## src/sv/swco_pkg.sv

```systemverilog
// ----------------------------------------------------------------------------
// swco_pkg: shared types and constants for stamp window clipping
// Widths of the position, step and size fields and the structs that travel
// between the pipeline stages.
// ----------------------------------------------------------------------------
`default_nettype none
package swco_pkg;

   localparam int POS_W  = 32;
   localparam int STEP_W = 31;
   localparam int DIM_W  = 13;
   localparam int OFS_W  = 24;
   localparam int Z_W    = POS_W + 2;
   localparam int EXT_W  = DIM_W + STEP_W;
   localparam int NUM_W  = EXT_W + 1;
   localparam int CMP_W  = NUM_W + 1;
   localparam int DIV_W  = STEP_W + 1;
   localparam int Q_W    = DIM_W;
   localparam int LANES  = 4;

   typedef enum logic [1:0] {
      KIND_NONE   = 2'd0,
      KIND_INSIDE = 2'd1,
      KIND_BEFORE = 2'd2
   } kind_type;

   typedef enum logic [2:0] {
      REG_ORG_X  = 3'd0,
      REG_ORG_Y  = 3'd1,
      REG_STEP_X = 3'd2,
      REG_STEP_Y = 3'd3,
      REG_IMG_C  = 3'd4,
      REG_IMG_R  = 3'd5,
      REG_STP_C  = 3'd6,
      REG_STP_R  = 3'd7
   } reg_idx_type;

   typedef struct packed {
      logic signed [POS_W-1:0] org_x;
      logic signed [POS_W-1:0] org_y;
      logic [STEP_W-1:0]       step_x;
      logic [STEP_W-1:0]       step_y;
      logic [DIM_W-1:0]        img_c;
      logic [DIM_W-1:0]        img_r;
      logic [DIM_W-1:0]        stp_c;
      logic [DIM_W-1:0]        stp_r;
   } cfg_type;

   typedef struct packed {
      kind_type kind_x;
      kind_type kind_y;
   } side_type;

   typedef struct packed {
      logic [OFS_W-1:0] image_offset;
      logic [OFS_W-1:0] stamp_offset;
      logic [DIM_W-1:0] overlap_cols;
      logic [DIM_W-1:0] overlap_rows;
   } res_type;

endpackage
`default_nettype wire

```

## src/sv/swco_prep.sv

```systemverilog
// ----------------------------------------------------------------------------
// swco_prep: offset and extent front end
// Forms doubled offsets and stamp extents, classifies each axis and builds
// the dividends for the divider pipeline.
// ----------------------------------------------------------------------------
`default_nettype none
module swco_prep (
   input  wire logic                                   clock,
   input  wire logic                                   reset,
   input  wire logic                                   adv,
   input  wire logic                                   in_valid,
   input  wire logic signed [swco_pkg::POS_W-1:0]      pos_x,
   input  wire logic signed [swco_pkg::POS_W-1:0]      pos_y,
   input  wire swco_pkg::cfg_type                      cfg,
   output logic                                        out_valid,
   output logic [swco_pkg::LANES-1:0][swco_pkg::NUM_W-1:0] num,
   output swco_pkg::side_type                          side
);

   logic                                 v1_ff, v1_in;
   logic signed [swco_pkg::Z_W-1:0]      zx_ff, zx_in, zy_ff, zy_in;
   logic [swco_pkg::EXT_W-1:0]           wx_ff, wx_in, wy_ff, wy_in;
   logic signed [swco_pkg::POS_W:0]      dx, dy;
   logic                                 v2_ff;
   logic [swco_pkg::LANES-1:0][swco_pkg::NUM_W-1:0] num_ff, num_in;
   swco_pkg::side_type                   side_ff, side_in;
   swco_pkg::kind_type                   kx, ky;
   logic [swco_pkg::NUM_W-1:0]           xa, xb, ya, yb;

   function automatic void classify(
      input  logic signed [swco_pkg::Z_W-1:0] z,
      input  logic [swco_pkg::EXT_W-1:0]      w,
      output swco_pkg::kind_type              kind,
      output logic [swco_pkg::NUM_W-1:0]      na,
      output logic [swco_pkg::NUM_W-1:0]      nb
   );
      logic signed [swco_pkg::CMP_W-1:0] sz;
      logic signed [swco_pkg::CMP_W-1:0] sw;
      logic signed [swco_pkg::CMP_W-1:0] t;
      sz = swco_pkg::CMP_W'(z);
      sw = $signed({{(swco_pkg::CMP_W-swco_pkg::EXT_W){1'b0}}, w});
      if ((-sw < sz) && (sz < sw)) begin
         kind = swco_pkg::KIND_INSIDE;
         t    = sz + sw;
      end else if (sz < -sw) begin
         kind = swco_pkg::KIND_BEFORE;
         t    = -sw - sz;
      end else begin
         kind = swco_pkg::KIND_NONE;
         t    = '0;
      end
      na = t[swco_pkg::NUM_W-1:0];
      t  = sw - sz;
      nb = t[swco_pkg::NUM_W-1:0];
   endfunction

   always_comb begin
      v1_in = in_valid;
      dx    = $signed({cfg.org_x[swco_pkg::POS_W-1], cfg.org_x})
            - $signed({pos_x[swco_pkg::POS_W-1], pos_x});
      dy    = $signed({cfg.org_y[swco_pkg::POS_W-1], cfg.org_y})
            - $signed({pos_y[swco_pkg::POS_W-1], pos_y});
      zx_in = $signed({dx, 1'b0});
      zy_in = $signed({dy, 1'b0});
      wx_in = {{swco_pkg::STEP_W{1'b0}}, cfg.stp_c}
            * {{swco_pkg::DIM_W{1'b0}}, cfg.step_x};
      wy_in = {{swco_pkg::STEP_W{1'b0}}, cfg.stp_r}
            * {{swco_pkg::DIM_W{1'b0}}, cfg.step_y};
   end

   always_comb begin
      classify(zx_ff, wx_ff, kx, xa, xb);
      classify(zy_ff, wy_ff, ky, ya, yb);
      num_in         = {yb, ya, xb, xa};
      side_in.kind_x = kx;
      side_in.kind_y = ky;
   end

   always_ff @(posedge clock) begin
      if (reset) begin
         v1_ff <= 1'b0;
         v2_ff <= 1'b0;
      end else if (adv) begin
         v1_ff <= v1_in;
         v2_ff <= v1_ff;
      end
   end

   always_ff @(posedge clock) begin
      if (adv) begin
         zx_ff   <= zx_in;
         zy_ff   <= zy_in;
         wx_ff   <= wx_in;
         wy_ff   <= wy_in;
         num_ff  <= num_in;
         side_ff <= side_in;
      end
   end

   assign out_valid = v2_ff;
   assign num       = num_ff;
   assign side      = side_ff;

endmodule
`default_nettype wire

```

## config.mk

```make
export PLATFORM = sky130hd
export DESIGN_NAME = swco_prep
export DESIGN_NICKNAME = d
export VERILOG_FILES = /design/src/sv/swco_pkg.sv /design/src/sv/swco_prep.sv
export SDC_FILE = /design/constraint.sdc
export NUM_CORES = 2
export LEC_CHECK = 0
export BUFFER_PORTS_ARGS = -buffer_cell sky130_fd_sc_hd__buf_4
export CELL_PAD_IN_SITES_DETAIL_PLACEMENT = 0
export CELL_PAD_IN_SITES_GLOBAL_PLACEMENT = 2
export CORE_UTILIZATION = 40
export DETAILED_ROUTE_END_ITERATION = 8
export PLACE_DENSITY_LB_ADDON = 0.3
export SYNTH_ARGS = -nofsm -noshare
export SYNTH_HDL_FRONTEND = slang
export SYNTH_SLANG_ARGS = --single-unit
export TNS_END_PERCENT = 10
```

## constraint.sdc

```tcl
create_clock -name clock -period 14 [get_ports clock]
set_clock_uncertainty 0.05 [all_clocks]
set_input_delay 0.7 -clock clock [delete_from_list [all_inputs] [get_ports clock]]
set_output_delay 0.7 -clock clock [all_outputs]
set_load 0.02 [all_outputs]
```

==> qor.csv <==
metric,value,unit
outcome,finished clean,
finalHoldViolCount,0,
hold_ws,0.2378,ns
grt_usage,23.93,%
synth_warnings,0,
tightestPinTransition,1.178,ns
rrSetupSlack,5.47,ns
synth_flop_cell,edfxtp_1,
fmax,117.2,MHz
yosysUniqueCellTypes,80,
worstHoldPathType,in2reg,
drc,0,
area_delta_synth_final,10.39,%
worstHoldStart,reset,
synth_edf_count,338,
cts_buffer_depth,3,
tritoncts,built,
end_kind,flop,
die_h,377.7,µm
fin_setup_tns,0,ns
drive_above_1_share,7.838,%
insertion_delay,0.59,ns
cts_root_buffer,clkbuf_16,
cts_max_level,2,
nets,8154,
cp.required,14.26,ns
drt-pass1-iter-count,5,
cts_resized,0,
critPathLaunch,wx_ff[7],
rsz0062_at_grt,false,
netlist_instances,6472,
post_drt_wl_per_cell,20.00,µm
core,139700,µm²
fin_area,62330,µm²
peakVddDrop,0.1838,mV
instances_no_fill,8583,
path_class,reg2reg,
leakagePower,29.71,nW
yosys_register_bits,340,
cts.sinks,340,
mostFrequentLayoutCells,"inv_1 (1113), fa_1 (646), nand2_1 (632)",
final_common_cell,inv_1,
ctsHoldBuffers,0,
synth_nets,7958,
ios,431,
fin_crit_sh,60.93,%
drt_iter0_drc,3163,
worstPathArrival,8.79,ns
period_needed,8.530,ns
port_buffers,404,
clkTransAtPathRegs,0.07,ns
startpoint_type,flop,
vias,44690,
r2r_start,wx_ff[7],
gr-total-overflow,0,
grt_pass1_vias,44750,
ys_seq_area_share,18.05,%
drv_slew,0,
num_rows,137,
grt_max_degree,80,
path_max_fanout,40,
antenna_found_initial,11,
initial_core_util,40.42,%
drt-total-wl,171600,µm
maxCapViolCount,0,
setup_violations,0,
synth_area_per_cell,8.725,µm²
syn_area,56470,µm²
max_slew_margin,20.77,%
power-per-cell-area,272.3,nW/µm²
grt_pass1_wl,264400,µm
gp_congestion,0.9183,
place_area,61010,µm²
place_inst,8503,
postRouteAntennaNets,0,
cts_buffers,39,
postCtsSetupRepairBufs,0,
via_per_inst,5.206,
synthArstFlopShare,0,%
die_area,142700,µm²
die_w,377.7,µm
hpwl,140200,µm
==> critical path, cell delays in order (launching register included) <==
cell and delay (ns):
edfxtp_1 0.50, or4_1 0.61, or3_1 0.35, nor2_1 0.30
nand2_1 0.14, or3_1 0.42, or4b_1 0.65, nor2_1 0.25
nand3_1 0.28, or3_1 0.40, xor2_1 0.16, ha_1 0.46
and3_1 0.30, nand2_1 0.17, nor4_1 0.30, o21ai_0 0.17
a41oi_4 0.19, buf_4 0.49, clkinv_1 0.57, nor2_1 0.28
nand2_1 0.29, buf_4 0.37, o22ai_1 0.50
==> logic make-up after synthesis <==
| kind of cell | share of synthesized area, % |
|---|---|
| buf+inv | 9.167 |
| xor+xnor | 6.840 |
| flops | 18.05 |
| mux | 0.1595 |
| simple gates | 15.84 |
| fa+ha+maj | 36.06 |
| compound gates | 13.88 |
==> cell type report <==
| type | count | area (µm²) |
|---|---|---|
| diodes | 9 | 22.52 |
| clock buffers | 46 | 1045 |
| clock inverters | 25 | 257.7 |
| fillers | 13950 | 77370 |
| inverters | 1116 | 4189 |
| multi-input cells | 4753 | 41140 |
| flip-flops and latches | 340 | 10190 |
| well taps | 1876 | 2347 |
| repair buffers | 418 | 3146 |
==> synthesized netlist by cell type, types with 11 or more instances <==
cell type / instances / share of area, %
a211o_1: 12 / 0.19
a211oi_1: 34 / 0.45
a21boi_0: 18 / 0.24
a21o_1: 191 / 2.5
a21oi_1: 420 / 3.7
a31oi_1: 31 / 0.34
and2_1: 375 / 4.2
and3_1: 27 / 0.30
clkbuf_1: 258 / 1.7
edfxtp_1: 338 / 18
fa_1: 646 / 23
ha_1: 594 / 13
inv_1: 1113 / 7.4
nand2_1: 632 / 4.2
nand2b_1: 57 / 0.63
nand3_1: 89 / 0.79
nand4_1: 44 / 0.49
nor2_1: 313 / 2.1
nor2b_1: 55 / 0.61
nor3_1: 97 / 0.86
nor4_1: 21 / 0.23
o21a_1: 37 / 0.49
o21ai_0: 174 / 1.5
o21bai_1: 91 / 1.2
o22ai_1: 81 / 0.90
o31a_1: 11 / 0.17
o31ai_1: 30 / 0.40
or2_2: 15 / 0.17
or3_1: 50 / 0.55
or4_1: 11 / 0.15
xnor2_1: 305 / 4.7
xor2_1: 136 / 2.1
==> sequential cells by signal (all words and copies together) (netlist names) <==
signal	flops
num	180
wx_ff	44
wy_ff	44
zx_ff	33
zy_ff	33
side	4
out_valid	1
v1_ff	1
==> stage by stage <==
| step | utilization, % | power (mW) | setup slack [ns] |
|---|---|---|---|
| floorplan | - | 11.74 | 7.437 |
| global placement | 43.67 | 15.76 | 5.579 |
| detailed placement | 43.67 | 15.80 | 5.529 |
| CTS | 44.60 | 16.96 | 5.482 |
| global route | 44.62 | 18.58 | 5.094 |
| finish | 44.62 | 16.97 | 5.470 |
==> power breakdown <==
part / internal [mW] / leakage, nW / switching (mW)
Combinational: 5.27 / 25.7 / 7.99
Clock: 0.613 / 0.628 / 0.453
Sequential: 2.13 / 3.36 / 0.514
==> worst paths after layout <==
check / to / cells past startpoint
max: num[13] / 22
min: out_valid / 2
max reg2reg: num[13] / 22
min reg2reg: v1_ff / 2
==> routing by layer <==
| metal | global-route usage [%] | wire length [µm] |
|---|---|---|
| met1 | 37.19 | 87200 |
| met2 | 35.44 | 71480 |
| met3 | 2.249 | 9465 |
| met4 | 5.354 | 3500 |
| met5 | 0 | 0 |
Power figures use the tool's default switching activity.
