**src/sv/swco_pkg.sv**
```systemverilog
// ----------------------------------------------------------------------------
// swco_pkg: shared types and constants for stamp window clipping
// Widths of the position, step and size fields and the structs that travel
// between the pipeline stages.
// ----------------------------------------------------------------------------
`default_nettype none
package swco_pkg;

   localparam int POS_W  = 32;
   localparam int STEP_W = 31;
   localparam int DIM_W  = 13;
   localparam int OFS_W  = 24;
   localparam int Z_W    = POS_W + 2;
   localparam int EXT_W  = DIM_W + STEP_W;
   localparam int NUM_W  = EXT_W + 1;
   localparam int CMP_W  = NUM_W + 1;
   localparam int DIV_W  = STEP_W + 1;
   localparam int Q_W    = DIM_W;
   localparam int LANES  = 4;

   typedef enum logic [1:0] {
      KIND_NONE   = 2'd0,
      KIND_INSIDE = 2'd1,
      KIND_BEFORE = 2'd2
   } kind_type;

   typedef enum logic [2:0] {
      REG_ORG_X  = 3'd0,
      REG_ORG_Y  = 3'd1,
      REG_STEP_X = 3'd2,
      REG_STEP_Y = 3'd3,
      REG_IMG_C  = 3'd4,
      REG_IMG_R  = 3'd5,
      REG_STP_C  = 3'd6,
      REG_STP_R  = 3'd7
   } reg_idx_type;

   typedef struct packed {
      logic signed [POS_W-1:0] org_x;
      logic signed [POS_W-1:0] org_y;
      logic [STEP_W-1:0]       step_x;
      logic [STEP_W-1:0]       step_y;
      logic [DIM_W-1:0]        img_c;
      logic [DIM_W-1:0]        img_r;
      logic [DIM_W-1:0]        stp_c;
      logic [DIM_W-1:0]        stp_r;
   } cfg_type;

   typedef struct packed {
      kind_type kind_x;
      kind_type kind_y;
   } side_type;

   typedef struct packed {
      logic [OFS_W-1:0] image_offset;
      logic [OFS_W-1:0] stamp_offset;
      logic [DIM_W-1:0] overlap_cols;
      logic [DIM_W-1:0] overlap_rows;
   } res_type;

endpackage
`default_nettype wire

```
**src/sv/swco_post.sv**
```systemverilog
// ----------------------------------------------------------------------------
// swco_post: overlap counts and linear offsets
// Turns the quotients into per-axis indices and counts, then forms the
// row-major start offsets into the result register.
// ----------------------------------------------------------------------------
`default_nettype none
module swco_post (
   input  wire logic                                     clock,
   input  wire logic                                     reset,
   input  wire logic                                     adv,
   input  wire logic                                     in_valid,
   input  wire logic [swco_pkg::LANES-1:0][swco_pkg::Q_W-1:0] quo,
   input  wire swco_pkg::side_type                        side,
   input  wire swco_pkg::cfg_type                         cfg,
   output logic                                          out_valid,
   output swco_pkg::res_type                             res
);

   localparam int DW = swco_pkg::DIM_W;

   typedef struct packed {
      logic [DW-1:0] img_idx;
      logic [DW-1:0] st_idx;
      logic [DW-1:0] cnt;
   } axis_type;

   logic               va_ff, vb_ff;
   axis_type           ax_ff, ax_in, ay_ff, ay_in;
   logic               zero_ff, zero_in;
   swco_pkg::res_type  res_ff, res_in;
   logic [2*DW-1:0]    prod_i, prod_s;
   logic               both;

   function automatic axis_type axis_calc(
      input swco_pkg::kind_type kind,
      input logic               both_in,
      input logic [DW-1:0]      qa,
      input logic [DW-1:0]      qb,
      input logic [DW-1:0]      nstamp,
      input logic [DW-1:0]      nimg
   );
      axis_type  a;
      logic [DW:0] n;
      a = '0;
      if (kind == swco_pkg::KIND_INSIDE) begin
         a.st_idx = qa;
         if (both_in) begin
            n = {1'b0, qb};
         end else if (qa > nstamp) begin
            n = '0;
         end else begin
            n = {1'b0, nstamp} - {1'b0, qa};
         end
         if (n > {1'b0, nimg}) begin
            n = {1'b0, nimg};
         end
      end else begin
         a.img_idx = qa;
         if (qa >= nimg) begin
            n = '0;
         end else begin
            n = {1'b0, nimg} - {1'b0, qa};
            if (n > {1'b0, nstamp}) begin
               n = {1'b0, nstamp};
            end
         end
      end
      a.cnt = n[DW-1:0];
      return a;
   endfunction

   always_comb begin
      both    = (side.kind_x == swco_pkg::KIND_INSIDE)
             && (side.kind_y == swco_pkg::KIND_INSIDE);
      ax_in   = axis_calc(side.kind_x, both, quo[0], quo[1], cfg.stp_c, cfg.img_c);
      ay_in   = axis_calc(side.kind_y, both, quo[2], quo[3], cfg.stp_r, cfg.img_r);
      zero_in = (side.kind_x == swco_pkg::KIND_NONE)
             || (side.kind_y == swco_pkg::KIND_NONE)
             || (ax_in.cnt == '0) || (ay_in.cnt == '0);
   end

   always_comb begin
      prod_i = {{DW{1'b0}}, ay_ff.img_idx} * {{DW{1'b0}}, cfg.img_c};
      prod_s = {{DW{1'b0}}, ay_ff.st_idx} * {{DW{1'b0}}, cfg.stp_c};
      if (zero_ff) begin
         res_in = '0;
      end else begin
         res_in.image_offset = swco_pkg::OFS_W'(prod_i + (2*DW)'(ax_ff.img_idx));
         res_in.stamp_offset = swco_pkg::OFS_W'(prod_s + (2*DW)'(ax_ff.st_idx));
         res_in.overlap_cols = ax_ff.cnt;
         res_in.overlap_rows = ay_ff.cnt;
      end
   end

   always_ff @(posedge clock) begin
      if (reset) begin
         va_ff <= 1'b0;
         vb_ff <= 1'b0;
      end else if (adv) begin
         va_ff <= in_valid;
         vb_ff <= va_ff;
      end
   end

   always_ff @(posedge clock) begin
      if (adv) begin
         ax_ff   <= ax_in;
         ay_ff   <= ay_in;
         zero_ff <= zero_in;
         res_ff  <= res_in;
      end
   end

   assign out_valid = vb_ff;
   assign res       = res_ff;

endmodule
`default_nettype wire
```
**config.mk**
```make
export PLATFORM = sky130hd
export DESIGN_NAME = swco_post
export DESIGN_NICKNAME = d
export VERILOG_FILES = /design/src/sv/swco_pkg.sv /design/src/sv/swco_post.sv
export SDC_FILE = /design/constraint.sdc
export NUM_CORES = 1
export LEC_CHECK = 0
export ABC_AREA = 1
export BUFFER_PORTS_ARGS = -buffer_cell sky130_fd_sc_hd__buf_2
export CAP_MARGIN = 15
export CORE_UTILIZATION = 53
export DETAILED_ROUTE_END_ITERATION = 10
export HOLD_SLACK_MARGIN = 0.12
export PLACE_DENSITY = 0.74
export SYNTH_ARGS = -nofsm -noshare
export SYNTH_HDL_FRONTEND = slang
export SYNTH_SLANG_ARGS = --single-unit
```
**constraint.sdc**
```tcl
create_clock -name clock -period 6.4 [get_ports clock]
set_input_delay 0.64 -clock clock [delete_from_list [all_inputs] [get_ports clock]]
set_output_delay 0.64 -clock clock [all_outputs]
set_load 0.02 [all_outputs]
```
==> results.md <==
- Dpl cell area: 0.0247 mm2
- Largest net degree at the start of global routing: 89
- Clk sinks: 155
- Share of the synthesized area in the top cell type: between 20% and 30%
- Status: finished with violations
- Post-Syn Instances: 3030
- Post-DP HPWL: 52.1 mm
- Max Slew Vio Count: 0
- Total power: roughly 12000 uW
- Fmax: 165 MHz
- VDD IR max: between 0.7 and 0.8 mV
- Ys flop type: edfxtp_1
- Crit path time final: 6060 ps
- Die height: 211 um
- Setup TNS: 0 ps
- # DRC: 2
- Hold WC Path Type: in2reg
- Vias in the first global route: between 15000 and 20000
- Post-synthesis simple-gate area fraction: between 10% and 20%
- Grt ovf: 0
- Final number of setup-violating endpoints: 0
- CP arrival: 6320 ps
- Synth Area in XOR/XNOR: about 1.6%
- Setup WS post-layout: approximately 340 ps
- Maximum fanout along the worst path: 6
- Worst Tran Pin Value: between 1000 and 1500 ps
- Critical path class: reg2reg
- Syn_nets: approximately 3800
- Yosys warnings: 0
- CTS max path bufs: 2
- IO Pins: about 310
- Remaining antenna violation count: 0
- Number of synthesized flops with an enable pin: between 150 and 200
- Avg Inst Size Synth: between 7 and 8 um2
- Synth area leaders: fa_1 23%, edfxtp_1 20%, ha_1 14%, inv_1 13%, nand2_1 12%
- Area of the multi-input gates: about 0.015 mm2
- Failing checks: design-rule violations
- Asr flop ratio synth: 0%
- Design Area, Final: 0.0253 mm2
- Drt pass-1 iters: 9
- Crit path launch type: flip-flop
- Num CTS Buffers: 17
- Req. time, crit path: around 6700 ps
- Routed len/inst: roughly 17 um
- #FFs+latches synth: 155
- Root buf cell: clkbuf_16
- Largest family of logic cells by synthesized area: adder cells
- Total number of vias: 19700
- GRT Overall Usage: a little under a third
- First-pass GRT wire length: approximately 100 mm
- Die area: between 0.04 and 0.05 mm2
- Final Hold Vio Count: 0
- RSZ-0062 raised after global routing: false
- Detailed Route Iter0 Violations: 1616
- Initial Util: between 50 and 60%
- Pre-CTS setup slack: 52.2 ps
- Clk slew on worst S/H paths: around 80 ps
- # port buffers: 186
- Fin crit share: 94.7%
- Worst Hold Margin: around 300 ps
- Fin nets: between 3000 and 4000
- WL final: 64.0 mm
- Layout filler cell count: ~4000
- Via/cell ratio: around 5.2
- Leak: ~0.015 uW
- Chip width: approximately 210 um
- PD cells: between 400 and 500 mW/mm2
- CTS H-Tree Depth: 4
- Mux contribution to synthesized area: 0%
- Dominant cell type by area after synthesis: fa_1
- Clock Latency Late Sink: ~500 ps
- CTS tree: yes
- Post-Syn Area: ~0.023 mm2
- Share of cells above drive strength 1: slightly below 9%
- Cell variety after synth: 43
- # Max-Cap Violations: 0
- Synth Area in Compound Gates: under 10%
- FF+latch area: ~0.0046 mm2
- Rel. slew slack: roughly 24%
- Synth Area in Adders: about 37%
- Core area: 0.0431 mm2
- Seq/Total Area, Yosys: roughly a fifth
- Routability cong.: 0.973
- Endpoint class of the critical path: flip-flop
- Area Overhead vs Synth: 9.41%
- Initial antenna violation count: 8
- Clock Skew: roughly 18 ps
- Site Rows: 76
==> cell usage after synthesis, types with 2 or more instances <==
cell      number
nand3_1      105
xnor2_1       10
nand2_4        3
nand4_1       37
nand3b_1       7
buf_1          4
nor4_1         6
o21ai_0       70
nor3_1        10
o21bai_1      12
buf_4          3
a21boi_0       2
a21oi_2        3
o21a_1        11
a21o_1         4
clkbuf_1      69
a22oi_1        4
buf_2          6
nand2_2        2
nand2_1      731
o21ai_1        9
xor2_1        33
inv_1        805
edfxtp_1     153
dfxtp_1        2
nor2_1       208
or2_2          7
fa_1         262
nand3_2        3
o211ai_1       6
a31oi_1        6
a21oi_1      162
ha_1         262
o21ai_2        4
==> what timing repair did <==
item	in CTS	in global routing
buffers inserted	0	1
gates resized for setup	0	2
hold buffers	0	0
endpoints found under the setup margin	0	2
endpoints found under the hold margin	0	0
==> critical path, cell delays in order (launching register included) <==
cell,delay (ps)
edfxtp_1,530
nand2_1,110
inv_1,60
fa_1,550
inv_1,60
fa_1,480
inv_1,60
fa_1,500
inv_1,60
fa_1,530
inv_1,50
fa_1,470
inv_1,50
fa_1,470
inv_1,50
ha_1,330
nand2_1,90
o21ai_0,240
a21oi_1,110
nor2_1,100
nor2_1,60
o21ai_1,220
a21oi_1,140
o21ai_0,260
a21oi_1,110
o21a_1,140
==> layout make-up <==
type                            instances  share of cell area [%]
Inverter                              806                    12.0
Tap cell                              585                    2.89
Multi-Input combinational cell       1984                    59.7
Sequential cell                       155                    18.3
Antenna cell                            2                  0.0198
Clock buffer                           17                    1.68
Timing Repair Buffer                  221                    4.75
Clock inverter                         15                   0.693
==> where the power goes <==
part | internal, uW | switching, uW | leakage (uW)
clock network | 526 | 531 | 0.000291
registers | 1560 | 92.3 | 0.00154
logic | 3460 | 6030 | 0.0129
total | 5540 | 6650 | 0.0148
==> cell families (layout without fill, tap and decap cells) <==
logic type | count (synthesis) | after routing
buf+inv | 891 | 1059
other cells | 0 | 2
flops | 155 | 155
xor+xnor | 43 | 43
compound gates | 296 | 296
simple gates | 1121 | 1121
fa+ha+maj | 524 | 524
==> registers in the layout (all words and copies together) (netlist names) <==
signal     cells
res           74
ax_ff         39
ay_ff         39
out_valid      1
va_ff          1
zero_ff        1
==> per-layer routing <==
layer	global-route usage [%]	vias up	wire (um)
met5	0	-	89
li1	-	9528	-
met4	11.9	12	2090
met1	40.1	9222	27300
met3	7.14	117	5820
met2	47.6	781	28700
==> stage by stage <==
step / utilization [%] / std cells
CTS: 58.7 / 3782
finish: 58.7 / 3785
global route: 58.7 / 3783
floorplan: - / 3030
detailed placement: 57.3 / 3750
global placement: 57.3 / 3750
==> cell usage in the layout, fill, tap and decap left out, drive strengths merged, types with 4 or more instances in the layout <==
cell and n:
fa 262, nor2 209, a21o 4, ha 262, o21bai 12, clkbuf 17, nand2 736, xor2 33
nor4 6, inv 814, o21ai 83, a31oi 6, nor3 10, nand3b 7, xnor2 10, buf 221
nand4 37, nand3 108, a22oi 4, a21oi 166, or2 7, o21a 11, o211ai 6, clkinv 6
edfxtp 153
==> path summary, 6_finish.rpt <==
path / startpoint / end / slack, ps / depth (start not counted)
worst min register to register: out_valid$_SDFFE_PP0P_ / out_valid$_SDFFE_PP0P_ / 460 / 2
worst max-delay path: ay_ff[33]$_SDFFCE_PP0P_ / res[69]$_SDFFCE_PP0P_ / 340 / 25
worst min-delay path: reset / va_ff$_SDFFE_PP0P_ / 300 / 2
worst max register to register: ay_ff[33]$_SDFFCE_PP0P_ / res[69]$_SDFFCE_PP0P_ / 340 / 25
No activity file was read; power rests on OpenSTA's default activity.
